**src/design/crcbm_pkg.sv**
```systemverilog
`default_nettype none

package crcbm_pkg;

  // CRC width and generator selection. The unused code behaves as the 32-bit mode.
  typedef enum logic [1:0] {
    MODE_CRC8  = 2'd0,
    MODE_CRC14 = 2'd1,
    MODE_CRC32 = 2'd2
  } crc_mode_e;

  // Configuration register indexes.
  typedef enum logic [0:0] {
    CFG_WIDTH_MODE = 1'b0,
    CFG_INIT_VALUE = 1'b1
  } cfg_reg_e;

  localparam int unsigned CfgIdxW = 1;
  localparam int unsigned CrcW    = 32;

  // Generator polynomials without their implicit top term.
  localparam logic [7:0]  Poly8  = 8'h2F;
  localparam logic [13:0] Poly14 = 14'h2E57;
  localparam logic [31:0] Poly32 = 32'h04C1_1DB7;

  typedef struct packed {
    logic [7:0] data_byte;
    logic       first_byte;
    logic       last_byte;
  } crc_in_t;

  typedef struct packed {
    logic [CrcW-1:0] remainder;
    logic            final_res;
  } crc_out_t;

endpackage

`default_nettype wire

```
**src/design/crc_bytewise_msb_first.sv**
```systemverilog
// Bytewise CRC engine, most significant bit first, non-reflected, no final XOR.
//
// Input channel: in_valid_i / in_stall_o with an in_data_i item holding one
// message byte and its first/last markers. Output channel: out_valid_o /
// out_stall_i with an out_data_o item holding the remainder after that byte
// and a flag telling whether it is the finished CRC of the message.
// Configuration: cfg_valid_i / cfg_ready_o with cfg_index_i and cfg_data_i;
// index 0 selects the width (8, 14 or 32 bits), index 1 holds the init value.
// The port is always ready; registers are meant to be written while idle.
//
// A result passes from the input register through the eight-step XOR network
// into the result register; a stalled receiver can hold the item in the input
// register before it advances. One item per cycle is sustained while the
// receiver does not stall; the running remainder register closes the only
// loop, through a single eight-step network.
//
// Reset clears the pipeline, the running remainder and both registers.
// When the receiver stalls, the result register holds; the input register
// still fills once, then in_stall_o rises until the result is taken.
`default_nettype none

module crc_bytewise_msb_first
  import crcbm_pkg::*;
(
  input  wire logic               clk_i,
  input  wire logic               rst_ni,
  input  wire logic               in_valid_i,
  output logic                    in_stall_o,
  input  wire crc_in_t            in_data_i,
  output logic                    out_valid_o,
  input  wire logic               out_stall_i,
  output crc_out_t                out_data_o,
  input  wire logic               cfg_valid_i,
  output logic                    cfg_ready_o,
  input  wire logic [CfgIdxW-1:0] cfg_index_i,
  input  wire logic [CrcW-1:0]    cfg_data_i
);

  crc_mode_e       mode_q;
  logic [CrcW-1:0] init_q;
  logic [CrcW-1:0] rem_q;

  logic            s1_valid_q, s1_valid_d;
  crc_in_t         s1_data_q;
  logic            out_valid_q, out_valid_d;
  crc_out_t        out_data_q;

  logic            out_take;
  logic            s1_adv;
  logic            in_acc;
  logic [CrcW-1:0] crc_next;

  assign cfg_ready_o = 1'b1;

  // The result register can load when it is empty or being drained.
  assign out_take   = !out_valid_q || !out_stall_i;
  assign s1_adv     = s1_valid_q && out_take;
  assign in_stall_o = s1_valid_q && !out_take;
  assign in_acc     = in_valid_i && !in_stall_o;

  assign s1_valid_d  = in_acc || (s1_valid_q && !s1_adv);
  assign out_valid_d = s1_adv || (out_valid_q && out_stall_i);

  // The remainder is left-aligned in a 32-bit word so that the feedback bit
  // is always bit 31 and the byte always enters at bits 31:24. Bits below
  // the selected width stay zero because the aligned polynomial has none there.
  always_comb begin
    logic [CrcW-1:0] src;
    logic [CrcW-1:0] acc;
    logic [CrcW-1:0] poly_a;
    src = s1_data_q.first_byte ? init_q : rem_q;
    case (mode_q)
      MODE_CRC8: begin
        acc    = {src[7:0], 24'd0};
        poly_a = {Poly8, 24'd0};
      end
      MODE_CRC14: begin
        acc    = {src[13:0], 18'd0};
        poly_a = {Poly14, 18'd0};
      end
      default: begin
        acc    = src;
        poly_a = Poly32;
      end
    endcase
    acc[31:24] = acc[31:24] ^ s1_data_q.data_byte;
    for (int k = 0; k < 8; k++) begin
      if (acc[31]) begin
        acc = {acc[30:0], 1'b0} ^ poly_a;
      end else begin
        acc = {acc[30:0], 1'b0};
      end
    end
    case (mode_q)
      MODE_CRC8:  crc_next = {24'd0, acc[31:24]};
      MODE_CRC14: crc_next = {18'd0, acc[31:18]};
      default:    crc_next = acc;
    endcase
  end

  always_ff @(posedge clk_i or negedge rst_ni) begin
    if (!rst_ni) begin
      mode_q <= MODE_CRC8;
      init_q <= '0;
    end else if (cfg_valid_i && cfg_ready_o) begin
      case (cfg_reg_e'(cfg_index_i))
        CFG_WIDTH_MODE: mode_q <= crc_mode_e'(cfg_data_i[1:0]);
        CFG_INIT_VALUE: init_q <= cfg_data_i;
        default: ;
      endcase
    end
  end

  always_ff @(posedge clk_i or negedge rst_ni) begin
    if (!rst_ni) begin
      s1_valid_q  <= 1'b0;
      out_valid_q <= 1'b0;
      rem_q       <= '0;
    end else begin
      s1_valid_q  <= s1_valid_d;
      out_valid_q <= out_valid_d;
      if (s1_adv) begin
        rem_q <= crc_next;
      end
    end
  end

  always_ff @(posedge clk_i) begin
    if (in_acc) begin
      s1_data_q <= in_data_i;
    end
    if (s1_adv) begin
      out_data_q.remainder <= crc_next;
      out_data_q.final_res <= s1_data_q.last_byte;
    end
  end

  assign out_valid_o = out_valid_q;
  assign out_data_o  = out_data_q;

  // A byte leaving the input register always shows up as a valid result.
  a_adv_gives_result: assert property (@(posedge clk_i) disable iff (!rst_ni)
    s1_adv |=> out_valid_o)
    else $error("advanced item did not reach the result register");

  // The running remainder and the presented result agree after an advance.
  a_rem_matches_out: assert property (@(posedge clk_i) disable iff (!rst_ni)
    s1_adv |=> (rem_q == out_data_o.remainder))
    else $error("running remainder differs from presented result");

  // Input stalls only while a byte is held back by a stalled result.
  a_stall_cause: assert property (@(posedge clk_i) disable iff (!rst_ni)
    in_stall_o |-> (s1_valid_q && out_valid_o && out_stall_i))
    else $error("input stalled without a blocked result");

  // Results of the 8-bit mode carry no bits above the width.
  a_crc8_upper_zero: assert property (@(posedge clk_i) disable iff (!rst_ni)
    (s1_adv && mode_q == MODE_CRC8) |-> (crc_next[31:8] == '0))
    else $error("8-bit remainder has upper bits set");

endmodule

`default_nettype wire
```
**config.mk**
```make
export PLATFORM = sky130hd
export DESIGN_NAME = crc_bytewise_msb_first
export DESIGN_NICKNAME = d
export VERILOG_FILES = /design/src/design/crcbm_pkg.sv /design/src/design/crc_bytewise_msb_first.sv
export SDC_FILE = /design/constraint.sdc
export NUM_CORES = 1
export LEC_CHECK = 0
export BUFFER_PORTS_ARGS = -buffer_cell sky130_fd_sc_hd__clkbuf_2
export CELL_PAD_IN_SITES_DETAIL_PLACEMENT = 0
export CELL_PAD_IN_SITES_GLOBAL_PLACEMENT = 2
export CORE_ASPECT_RATIO = 1.1
export CORE_MARGIN = 2
export CORE_UTILIZATION = 39
export CTS_CLUSTER_SIZE = 30
export DETAILED_ROUTE_END_ITERATION = 8
export GPL_ROUTABILITY_DRIVEN = 0
export PLACE_DENSITY = 0.88
export SYNTH_ARGS = -nofsm -noshare
export SYNTH_HDL_FRONTEND = slang
export SYNTH_SLANG_ARGS = --single-unit
```
**constraint.sdc**
```tcl
create_clock -name clk_i -period 4.3 [get_ports clk_i]
set_input_delay 0.86 -clock clk_i [delete_from_list [all_inputs] [get_ports clk_i]]
set_output_delay 0.86 -clock clk_i [all_outputs]
set_load 0.005 [all_outputs]
```
## Word-level counts from Yosys, hierarchy flattened

Index checks and enable logic that the tools add are counted.

- Word-level logic and storage cells: 49
- Register bits: 111

- Bitwise operators: 10
- Equal/unequal tests: 1
- Multiplexer cells: 12
- Reductions and logical operators: 16

Operators with widths:

| cell | count |
|---|---|
| two-way mux 32 bit | 9 |
| bitwise XOR 32 bit | 8 |
| case mux 32 bit (2 select lines) | 3 |
| bitwise XOR 8 bit | 1 |
| logical AND 1 bit | 5 |
| logical NOT 1 bit | 5 |
| AND reduction 2 bit | 2 |
| logical OR 1 bit | 3 |
| == test 2 x 1 -> 1 bit, second input constant | 1 |
| logical NOT 2 bit | 1 |
| inverter 1 bit | 1 |

## Depth between registers and ports, before layout

Gate-level depths: netlist of run 1.

- Depth after elaboration: 20
- Mapped depth: 16
- Gate-level depth less buffers: 12

## Least setup slack after synthesis of run 1

No wires, ideal clock.

- Path kind: reg2reg
- From: reg s1_data_q[1] (netlist bit)
- To: reg out_data_q, in the netlist out_data_o[11], data pin
- Stages on the path, launching flop included: 17
- Arrival time: 3714 ps
- Buffers on the path: 4
- Slack: 329 ps
- Clock period less this slack: 3971 ps
- Data required time: 4042 ps
- Cells stage by stage: edfxtp_1 > buf_6 > buf_6 > buf_2 > mux4_2 > mux2i_1 > xor2_2 > a21boi_2 > nand2b_1 > buf_4 > nand3_1 > a211oi_1 > a21oi_1 > o311ai_1 > xnor2_1 > mux2i_1 > nand2_1

- Longest elaborated chain between the ends: 19

Ends and longest elaborated chain:

| what | RTL line | source |
|---|---|---|
| start, declared | crc_bytewise_msb_first.sv:44 | `crc_in_t s1_data_q;` |
| start signal, assigned | crc_bytewise_msb_first.sv:130 | `s1_data_q <= in_data_i;` |
| two-way mux 32 bit (*) | crc_bytewise_msb_first.sv:71 | `src = s1_data_q.first_byte ? init_q : rem_q;` |
| case mux 32 bit (2 select lines) (*) | crc_bytewise_msb_first.sv:72 | `case (mode_q)` |
| bitwise XOR 32 bit or bitwise XOR 8 bit (tied branches) | crc_bytewise_msb_first.sv:89, crc_bytewise_msb_first.sv:86 |  |
| two-way mux 32 bit (*) | crc_bytewise_msb_first.sv:88 | `if (acc[31]) begin` |
| bitwise XOR 32 bit or two-way mux 32 bit (tied branches) | crc_bytewise_msb_first.sv:89, crc_bytewise_msb_first.sv:88 |  |
| two-way mux 32 bit (*) | crc_bytewise_msb_first.sv:88 |  |
| bitwise XOR 32 bit or two-way mux 32 bit (tied branches) | crc_bytewise_msb_first.sv:89, crc_bytewise_msb_first.sv:88 |  |
| two-way mux 32 bit (*) | crc_bytewise_msb_first.sv:88 |  |
| (+4 left out) | - |  |
| bitwise XOR 32 bit or two-way mux 32 bit (tied branches) | crc_bytewise_msb_first.sv:89, crc_bytewise_msb_first.sv:88 |  |
| two-way mux 32 bit (*) | crc_bytewise_msb_first.sv:88 |  |
| bitwise XOR 32 bit or two-way mux 32 bit (tied branches) | crc_bytewise_msb_first.sv:89, crc_bytewise_msb_first.sv:88 |  |
| two-way mux 32 bit (*) | crc_bytewise_msb_first.sv:88 |  |
| bitwise XOR 32 bit or two-way mux 32 bit (tied branches) | crc_bytewise_msb_first.sv:89, crc_bytewise_msb_first.sv:88 |  |
| two-way mux 32 bit (*) | crc_bytewise_msb_first.sv:88 |  |
| case mux 32 bit (2 select lines) (*) | crc_bytewise_msb_first.sv:94 | `case (mode_q)` |
| net crc_next[10] | crc_bytewise_msb_first.sv:51 | `logic [CrcW-1:0] crc_next;` |
| end, declared | crc_bytewise_msb_first.sv:46 | `crc_out_t out_data_q;` |

Mark *: on every way through the listed nets, which the timed path passes. The rest lies on a longest branch.
A chain may end at the register's enable or synchronous reset.

## Worst setup path after layout of run 1

- From: reg s1_data_q[1] (netlist bit)
- To: reg rem_q[12]

- Longest elaborated chain between the ends: 19

Ends and longest elaborated chain:

| what | RTL line | source |
|---|---|---|
| two-way mux 32 bit (*) | crc_bytewise_msb_first.sv:71 |  |
| case mux 32 bit (2 select lines) (*) | crc_bytewise_msb_first.sv:72 |  |
| bitwise XOR 32 bit or bitwise XOR 8 bit (tied branches) | crc_bytewise_msb_first.sv:89, crc_bytewise_msb_first.sv:86 |  |
| two-way mux 32 bit (*) | crc_bytewise_msb_first.sv:88 |  |
| bitwise XOR 32 bit or two-way mux 32 bit (tied branches) | crc_bytewise_msb_first.sv:89, crc_bytewise_msb_first.sv:88 |  |
| two-way mux 32 bit (*) | crc_bytewise_msb_first.sv:88 |  |
| bitwise XOR 32 bit or two-way mux 32 bit (tied branches) | crc_bytewise_msb_first.sv:89, crc_bytewise_msb_first.sv:88 |  |
| two-way mux 32 bit (*) | crc_bytewise_msb_first.sv:88 |  |
| (+4 left out) | - |  |
| bitwise XOR 32 bit or two-way mux 32 bit (tied branches) | crc_bytewise_msb_first.sv:89, crc_bytewise_msb_first.sv:88 |  |
| two-way mux 32 bit (*) | crc_bytewise_msb_first.sv:88 |  |
| bitwise XOR 32 bit or two-way mux 32 bit (tied branches) | crc_bytewise_msb_first.sv:89, crc_bytewise_msb_first.sv:88 |  |
| two-way mux 32 bit (*) | crc_bytewise_msb_first.sv:88 |  |
| bitwise XOR 32 bit or two-way mux 32 bit (tied branches) | crc_bytewise_msb_first.sv:89, crc_bytewise_msb_first.sv:88 |  |
| two-way mux 32 bit (*) | crc_bytewise_msb_first.sv:88 |  |
| case mux 32 bit (2 select lines) (*) | crc_bytewise_msb_first.sv:94 |  |
| net crc_next[12] | crc_bytewise_msb_first.sv:51 |  |
| end signal, assigned | crc_bytewise_msb_first.sv:123 | `rem_q <= crc_next;` |
| end, declared | crc_bytewise_msb_first.sv:41 | `logic [CrcW-1:0] rem_q;` |

Marked as above.

==> qor.yml, run 1 <==
outcome: "complete, no violations"
syn_to_final_growth_pct: 20.1
synthArstFlopShare: 0.613
grt_pass1_wl_um: 33000
synth_nets: 702
dp_hpwl_um: 16500
cp_max_fo: 14
num-fill-cells: 1757
rsz0062_at_grt: "false"
syn_area_per_cell_um2: 11.1
end_kind: "flop"
postCtsHoldBufs: 0
worstHoldPathCells: 0
die_area_um2: 19700
synth_seq_area_share: 0.413
fmax_mhz: 243
ios: 84
period_share: 0.956
synth.most_common_cell: "xnor2_1"
grt_util_met3: 0.0362
cts_sinks: 111
nNetsFinal: 831
rows: 52
critPathMaxStageDelay_ps: 420
finalSetupViolCount: 0
synth_commonest_cells: "xnor2_1, dfrtp_1, mux2_2"
dieWidth_um: 134
syn_area_um2: 7250
stdcell_count: 1031
cpMaxStageDelayCell: "or3_1"
clockBufferDepth: 2
critPathLaunchType: "flop"
met2_usage: 0.369
track_usage: 0.221
synth_edf_count: 43
grt_max_degree: 47
overflow: 0
period_minus_slack_ps: 4110
finish.instance_area_um2: 8710
cts_buffers: 9
num_vias: 5524
path_common_cell: "buf_4"
hp-class: "flop to flop"
fin_util: 0.475
skew_ps: 10.5
cp.required_ps: 4550
grt_pass1_vias: 5695
yosys-top-cells-area: "dfrtp_1, edfxtp_1, xnor2_1"
clk_latency_ps: 360
drv_cap: 0
ant_nets: 0
synth_cell_types: 68
wl_um: 21100
ys.warnings.count: 0
drt-pass1-iter-count: 5
htreeDepth: 3
grt_antenna_before_repair: 0
num_antenna_cells: 0
worstPathCellList: "buf_4 > buf_4 > mux2i_2 > xor2_1 > a221oi_4 > buf_4 > xnor2_4 > xnor2_1 > or3_1 > and2_1 > xnor2_1 > buf_4 > xnor2_1 > xor2_1 > o31ai_2 > buf_4 > mux2_2"
multiInputGateArea_um2: 4080
start_util: 0.395
cts_tree: "yes"
rr_worst_depth: 17
wire_per_inst_um: 20.5
dr.first_iter.drc_count: 352
relSlewSlack: 0.291
synth_top_area_share: 0.235
synth_largest_area_cell: "dfrtp_1"
portBuffers: 82
cts_root_buffer: "clkbuf_16"
drv_slew: 0
worst_pin_slew_ps: 1060
route.detailed.drc: 0
core_area_um2: 18300
place_inst: 1015
hold_violations: 0
die_h_um: 147
drive_gt1_frac: 0.346
setup_tns_ps: 0
synthFlopType: "dfrtp_1"
clk_pin_slew_worst_paths_ps: 70
grt_busiest_layer: "met2"
grtUsageMet1: 0.288
dpl_cell_area_um2: 8390
synthCells: 654
worstPathArrival_ps: 4360
ys_ff_latch: 111
crit_type: "flop to flop"
routed_via_density: 5.36
seqCellArea_um2: 2990
## state kept, by name (all words and copies together) (netlist names)
register,count
init_q,32
mode_q,2
out_data_o,33
out_valid_o,1
rem_q,32
s1_data_q,10
s1_valid_q,1
## per-layer routing
layer | routed length [µm] | vias up
li1 | - | 2555
met1 | 9000 | 2726
met2 | 10400 | 190
met3 | 957 | 53
met4 | 820 | 0
met5 | 0 | -
## cell families (layout without fill, tap and decap cells)
kind of cell	after synthesis	in the layout	share of synthesized area
AOI/OAI and AO/OA	91	91	0.0904
other	1	1	0.000517
DFF	111	111	0.413
and+or+nand+nor	155	155	0.0973
buffers and inverters	47	181	0.0297
muxes	109	109	0.171
xor gates and xnor gates	140	140	0.199
## cells in the final DEF, fill, tap and decap left out, types with 3 or more instances in the layout
master,n
xnor2_1,96
clkbuf_2,81
buf_4,75
dfrtp_1,67
mux2_2,60
nand2_1,59
nor2_1,47
edfxtp_1,43
mux2i_1,41
xor2_1,27
a21oi_1,19
o21ai_0,14
and2_1,12
nor3_1,9
clkbuf_16,9
nand2b_1,7
xnor3_1,6
o31ai_1,6
a211oi_1,6
a31oi_1,5
mux4_2,5
inv_1,4
a21o_1,4
o221ai_1,4
xnor2_2,3
o22ai_1,3
a31o_2,3
nand3_1,3
or3_1,3
## what timing repair did
action	in CTS	in global routing
endpoints found under the setup margin	0	7
gates resized for setup	0	5
setup buffers	0	0
## through the flow
step	hold slack (ps)	setup WS, ps
floorplan	400	329
global placement	402	127
detailed placement	407	118
CTS	425	88.0
global route	439	31.7
finish	424	190
## worst max-delay path, delay by kind of cell (launching register included)
kind | cells | cell delay, ps
AO/OA/AOI/OAI | 2 | 470
multiplexers | 2 | 510
XOR/XNOR | 6 | 1030
buffers and inverters | 5 | 980
AND/OR/NAND/NOR | 2 | 680
flip-flops | 1 | 330
## cell type report
class                   instances  area share
clock buffers                  11      0.0290
clock inverters                 5     0.00574
inverters                       6     0.00258
well taps                     243      0.0349
repair buffers                159       0.116
flip-flops and latches        111       0.344
multi-input cells             496       0.468
## final timing paths
check | from | end | slack (ps)
max in group asynchronous | rst_ni | rem_q[4] | 2700
min in group asynchronous | rst_ni | s1_valid_q | 690
worst max register to register | s1_data_q[1] | rem_q[12] | 190
worst min-delay path | s1_data_q[0] | out_data_o[0] | 420
worst max-delay path | s1_data_q[1] | rem_q[12] | 190
worst min register to register | s1_data_q[0] | out_data_o[0] | 420
Power of run 1 is not shown: default switching activity piles up to over one toggle a cycle in this logic, so the estimate is an artifact.
==> inputs of run 2 (changes only) <==
- CELL_PAD_IN_SITES_DETAIL_PLACEMENT: 0 -> 1
==> qor.yml, run 2 (synthesis results as in run 1) <==
end_kind: "flop"
htreeDepth: 3  # unchanged
drv_slew: 0  # unchanged
skew_ps: 6.17  # -4.28 ps
core_area_um2: 18300  # unchanged
track_usage: 0.243  # +0.0220
drt-pass1-iter-count: 5  # unchanged
cp_max_fo: 14  # unchanged
cts_setup_buffers: 0  # unchanged
num-fill-cells: 2054  # +17%
drive_gt1_frac: 0.345  # -0.00127
grt_antenna_before_repair: 0  # unchanged
ant_nets: 0  # unchanged
dr.first_iter.drc_count: 400  # +14%
die_h_um: 147  # unchanged
grt_pass1_wl_um: 36200  # +9.8%
min_to: "out_data_o[0]"
crit_family: "XOR/XNOR gates"
hold_violations: 0  # unchanged
clk_pin_slew_worst_paths_ps: 70  # about the same
crit_type: "flop to flop"
mostFrequentLayoutCells: "xnor2_1, clkbuf_2, buf_4"
worstPathCellList: "buf_6 > mux2i_1 > xnor2_1 > a22o_1 > buf_4 > xnor2_4 > xnor2_1 > or3_1 > and2_1 > xnor2_1 > buf_4 > xnor2_2 > xor2_1 > o31ai_2 > buf_4 > mux2_2"
largest_register_ffs: 33  # unchanged
portBuffers: 82  # unchanged
routed_via_density: 5.54  # +3.5%
mostFrequentLayoutCell: "xnor2_1"
rr_worst_depth: 16  # -1
syn_to_final_growth_pct: 20.0  # about the same
grt_max_degree: 47  # unchanged
clockBufferDepth: 2  # unchanged
dieWidth_um: 134  # unchanged
start_util: 0.395  # unchanged
num_vias: 5716  # +3.5%
post-place-ws_ps: -38.7  # -156 ps
fmax_mhz: 242  # -0.43%
r2r_setup_slack_ps: 170  # -20 ps
place_inst: 1015  # unchanged
period_share: 0.960  # +0.00411
cp.required_ps: 4610  # +60 ps
num_antenna_cells: 0  # unchanged
cts_tree: "yes"
r2r-start: "s1_data_q[1]"
hp-class: "flop to flop"
route.detailed.drc: 0  # unchanged
stdcell_count: 1031  # unchanged
critPathBufInv: 4  # -1
die_area_um2: 19700  # unchanged
wire_per_inst_um: 22.5  # +9.9%
startpoint: "s1_data_q[1]"
clk_latency_ps: 370  # about the same
worstPathArrival_ps: 4440  # +80 ps
cpMaxStageDelayCell: "or3_1"
rows: 52  # unchanged
relSlewSlack: 0.260  # -0.0314
overflow: 0  # unchanged
drv_cap: 0  # unchanged
cts_sinks: 111  # unchanged
cts_root_buffer: "clkbuf_16"
nNetsFinal: 831  # unchanged
fin_util: 0.474  # about the same
grt_pass1_vias: 6221  # +9.2%
multiInputGateArea_um2: 4080  # +0.18%
layout_setup_ws_ps: 173  # -17.7 ps
setup_tns_ps: 0  # unchanged
worstHoldPathCells: 0  # unchanged
worst_pin_slew_ps: 1110  # +47.1 ps
worstReg2RegEnd: "rem_q[12]"
outcome: "complete, no violations"
cts_buffers: 9  # unchanged
critPathLaunchType: "flop"
rsz0062_at_grt: "false"
finalSetupViolCount: 0  # unchanged
dp_hpwl_um: 17900  # +8.5%
period_minus_slack_ps: 4130  # +17.7 ps
ios: 84  # unchanged
critPathMaxStageDelay_ps: 430  # about the same
wl_um: 23200  # +9.9%
hold_start: "s1_data_q[0]"
seqCellArea_um2: 2990  # unchanged
==> run 2: cell count changes in the layout (fill, tap and decap cells not counted), sizes merged <==
cell and delta:
clkbuf -1, inv +1
==> run 2: how the worst max path moves through the flow <==
| stage | endpoint | slack (ps) | cells past startpoint |
|---|---|---|---|
| after floorplan | out_data_o[11] | 330 | 16 |
| after global placement | rem_q[12] | 130 | 15 |
| after detailed placement | rem_q[12] | -40 | 16 |
| after CTS | rem_q[12] | 20 | 17 |
| after global routing | rem_q[12] | 10 | 17 |
| final | rem_q[12] | 170 | 16 |
==> run 2: worst reg2reg max path: cells and delay by family, from the launching register on <==
kind / cells / cell delay (ps)
compound gates: 2 / 750
xor+xnor: 6 / 1200
buf+inv: 4 / 740
flops: 1 / 390
mux: 2 / 300
simple gates: 2 / 680
==> run 2: area by class of cell <==
| type | count | share of cell area |
|---|---|---|
| multi-input combinational | 496 | 0.469 |
| inverter | 6 | 0.00259 |
| timing repair buffer | 159 | 0.117 |
| tap | 243 | 0.0349 |
| sequential | 111 | 0.344 |
| clock buffer | 10 | 0.0263 |
| clock inverter | 6 | 0.00632 |
==> run 2: timing repair <==
item | CTS | global route
resized for setup | 1 | 5
hold buffers | 0 | 0
gates cloned | 0 | 0
setup endpoints to repair | 2 | 16
==> run 2: metrics by stage <==
| step | area [µm²] | hold WS [ps] |
|---|---|---|
| 2_1_floorplan | 7250 | 400 |
| 3_3_place_gp | 8390 | 402 |
| 3_5_place_dp | 8390 | 417 |
| 4_1_cts | 8680 | 443 |
| 5_1_grt | 8710 | 452 |
| 6_report | 8710 | 438 |
==> run 2: metal layers <==
layer | GRT usage | up-vias | part of all wire
li1 | - | 2552 | -
met1 | 0.299 | 2899 | 0.41
met2 | 0.417 | 189 | 0.50
met3 | 0.0290 | 76 | 0.040
met4 | 0.133 | 0 | 0.050
met5 | 0 | - | 0
Power of run 2 is left out for the same reason.
==> inputs of run 3 (changes only) <==
- clock period: 4.3 -> 4.4 ns (I/O delays scaled with it)
==> qor.yml, run 3 (synthesis results as in run 1) <==
dr.first_iter.drc_count: 308  # -23%
largest_register_ffs: 33  # unchanged
met2_usage: 0.411  # -0.00590
worst_pin_slew_ps: 755  # -355 ps
nNetsFinal: 822  # -1.1%
die_h_um: 147  # unchanged
period_minus_slack_ps: 4280  # +153 ps
crit_family: "XOR/XNOR gates"
skew_ps: 7.18  # +1.01 ps
fin_util: 0.472  # -0.00218
cp.required_ps: 4700  # +90 ps
track_usage: 0.234  # -0.00910
routed_via_density: 5.48  # -1.1%
outcome: "complete, no violations"
num-fill-cells: 2041  # -0.63%
rows: 52  # unchanged
grt_antenna_before_repair: 0  # unchanged
grt_util_met3: 0.0311  # +0.00207
mostFrequentLayoutCell: "xnor2_1"
worstPathArrival_ps: 4580  # +140 ps
path_common_cell: "xnor2_1"
place_inst: 1005  # -0.99%
period_share: 0.973  # +0.0129
grtUsageMet1: 0.288  # -0.0117
finalSetupViolCount: 0  # unchanged
stdcell_count: 1022  # -0.87%
end_kind: "flop"
num_antenna_cells: 0  # unchanged
grt_pass1_wl_um: 34700  # -4.2%
clk_latency_ps: 360  # about the same
ios: 84  # unchanged
core_area_um2: 18300  # unchanged
mostFrequentLayoutCells: "xnor2_1, clkbuf_2, dfrtp_1"
hp-class: "flop to flop"
hold_violations: 0  # unchanged
grt_busiest_layer: "met2"
clockBufferDepth: 2  # unchanged
route.detailed.drc: 0  # unchanged
critPathMaxStageDelay_ps: 550  # +120 ps
drive_gt1_frac: 0.338  # -0.00757
portBuffers: 82  # unchanged
relSlewSlack: 0.492  # +0.232
cts_root_buffer: "clkbuf_16"
rsz0062_at_grt: "true"
fmax_mhz: 234  # -3.6%
wire_per_inst_um: 22.1  # -2.1%
syn_to_final_growth_pct: 19.5
dieWidth_um: 134  # unchanged
post-place-ws_ps: -86.1  # -47.4 ps
wl_um: 22600  # -2.9%
start_util: 0.395  # unchanged
cp_max_fo: 23  # +9
critPathLaunchType: "flop"
crit_type: "flop to flop"
drv_cap: 0  # unchanged
num_vias: 5601  # -2.0%
clk_pin_slew_worst_paths_ps: 70  # about the same
dp_hpwl_um: 17400  # -3.0%
cts_sinks: 111  # unchanged
drt-pass1-iter-count: 5  # unchanged
grt_pass1_vias: 6053  # -2.7%
die_area_um2: 19700  # unchanged
dpl_cell_area_um2: 8330  # -0.75%
layout_setup_ws_ps: 120  # -52.9 ps
finish.instance_area_um2: 8670  # -0.46%
postCtsHoldBufs: 0  # unchanged
htreeDepth: 3  # unchanged
cpMaxStageDelayCell: "dfrtp_2"
critPathBufInv: 3  # -1
worstPathCellList: "buf_4 > inv_1 > nor2_2 > nand2_1 > xnor2_1 > xnor2_1 > or3_1 > and2_1 > xnor2_1 > xnor2_1 > xor2_1 > o31ai_1 > buf_4 > mux2_2"
drv_slew: 0  # unchanged
overflow: 0  # unchanged
cts_buffers: 9  # unchanged
cts_tree: "yes"
ant_nets: 0  # unchanged
grt_max_degree: 42  # -11%
run 3: what timing repair did:
item / in CTS / in global routing
gates resized for setup: 2 / 4
setup buffers: 1 / 0
endpoints found under the setup margin: 10 / 13
run 3: metal layers:
layer | routed length, µm | part of all wire
met5 | 0 | 0
met4 | 855 | 0.038
met3 | 1060 | 0.047
met2 | 11400 | 0.51
met1 | 9200 | 0.41
run 3: through the flow:
| step | hold WS, ps | TNS [ps] |
|---|---|---|
| global route | 440 | -32.1 |
| CTS | 437 | 0 |
| detailed placement | 419 | -305 |
| floorplan | 400 | 0 |
| global placement | 402 | -6.81 |
| finish | 431 | 0 |
run 3: final timing paths:
| path | from | end | slack (ps) | cells after the start |
|---|---|---|---|---|
| max | mode_q[0] | rem_q[12] | 120 | 14 |
| max reg2reg | mode_q[0] | rem_q[12] | 120 | 14 |
| min reg2reg | s1_data_q[0] | out_data_o[0] | 430 | 0 |
| min | s1_data_q[0] | out_data_o[0] | 430 | 0 |
| min in group asynchronous | rst_ni | out_valid_o | 590 | 1 |
| max in group asynchronous | rst_ni | rem_q[9] | 2820 | 2 |
run 3: cell type report:
type                            count  area (µm²)  area share
Multi-Input combinational cell    496        4090       0.472
Clock inverter                      5        41.3     0.00476
Sequential cell                   111        3000       0.346
Inverter                            6        22.5     0.00260
Timing Repair Buffer              150         971       0.112
Tap cell                          243         304      0.0351
Clock buffer                       11         243      0.0280
Power of run 3 is left out for the same reason.
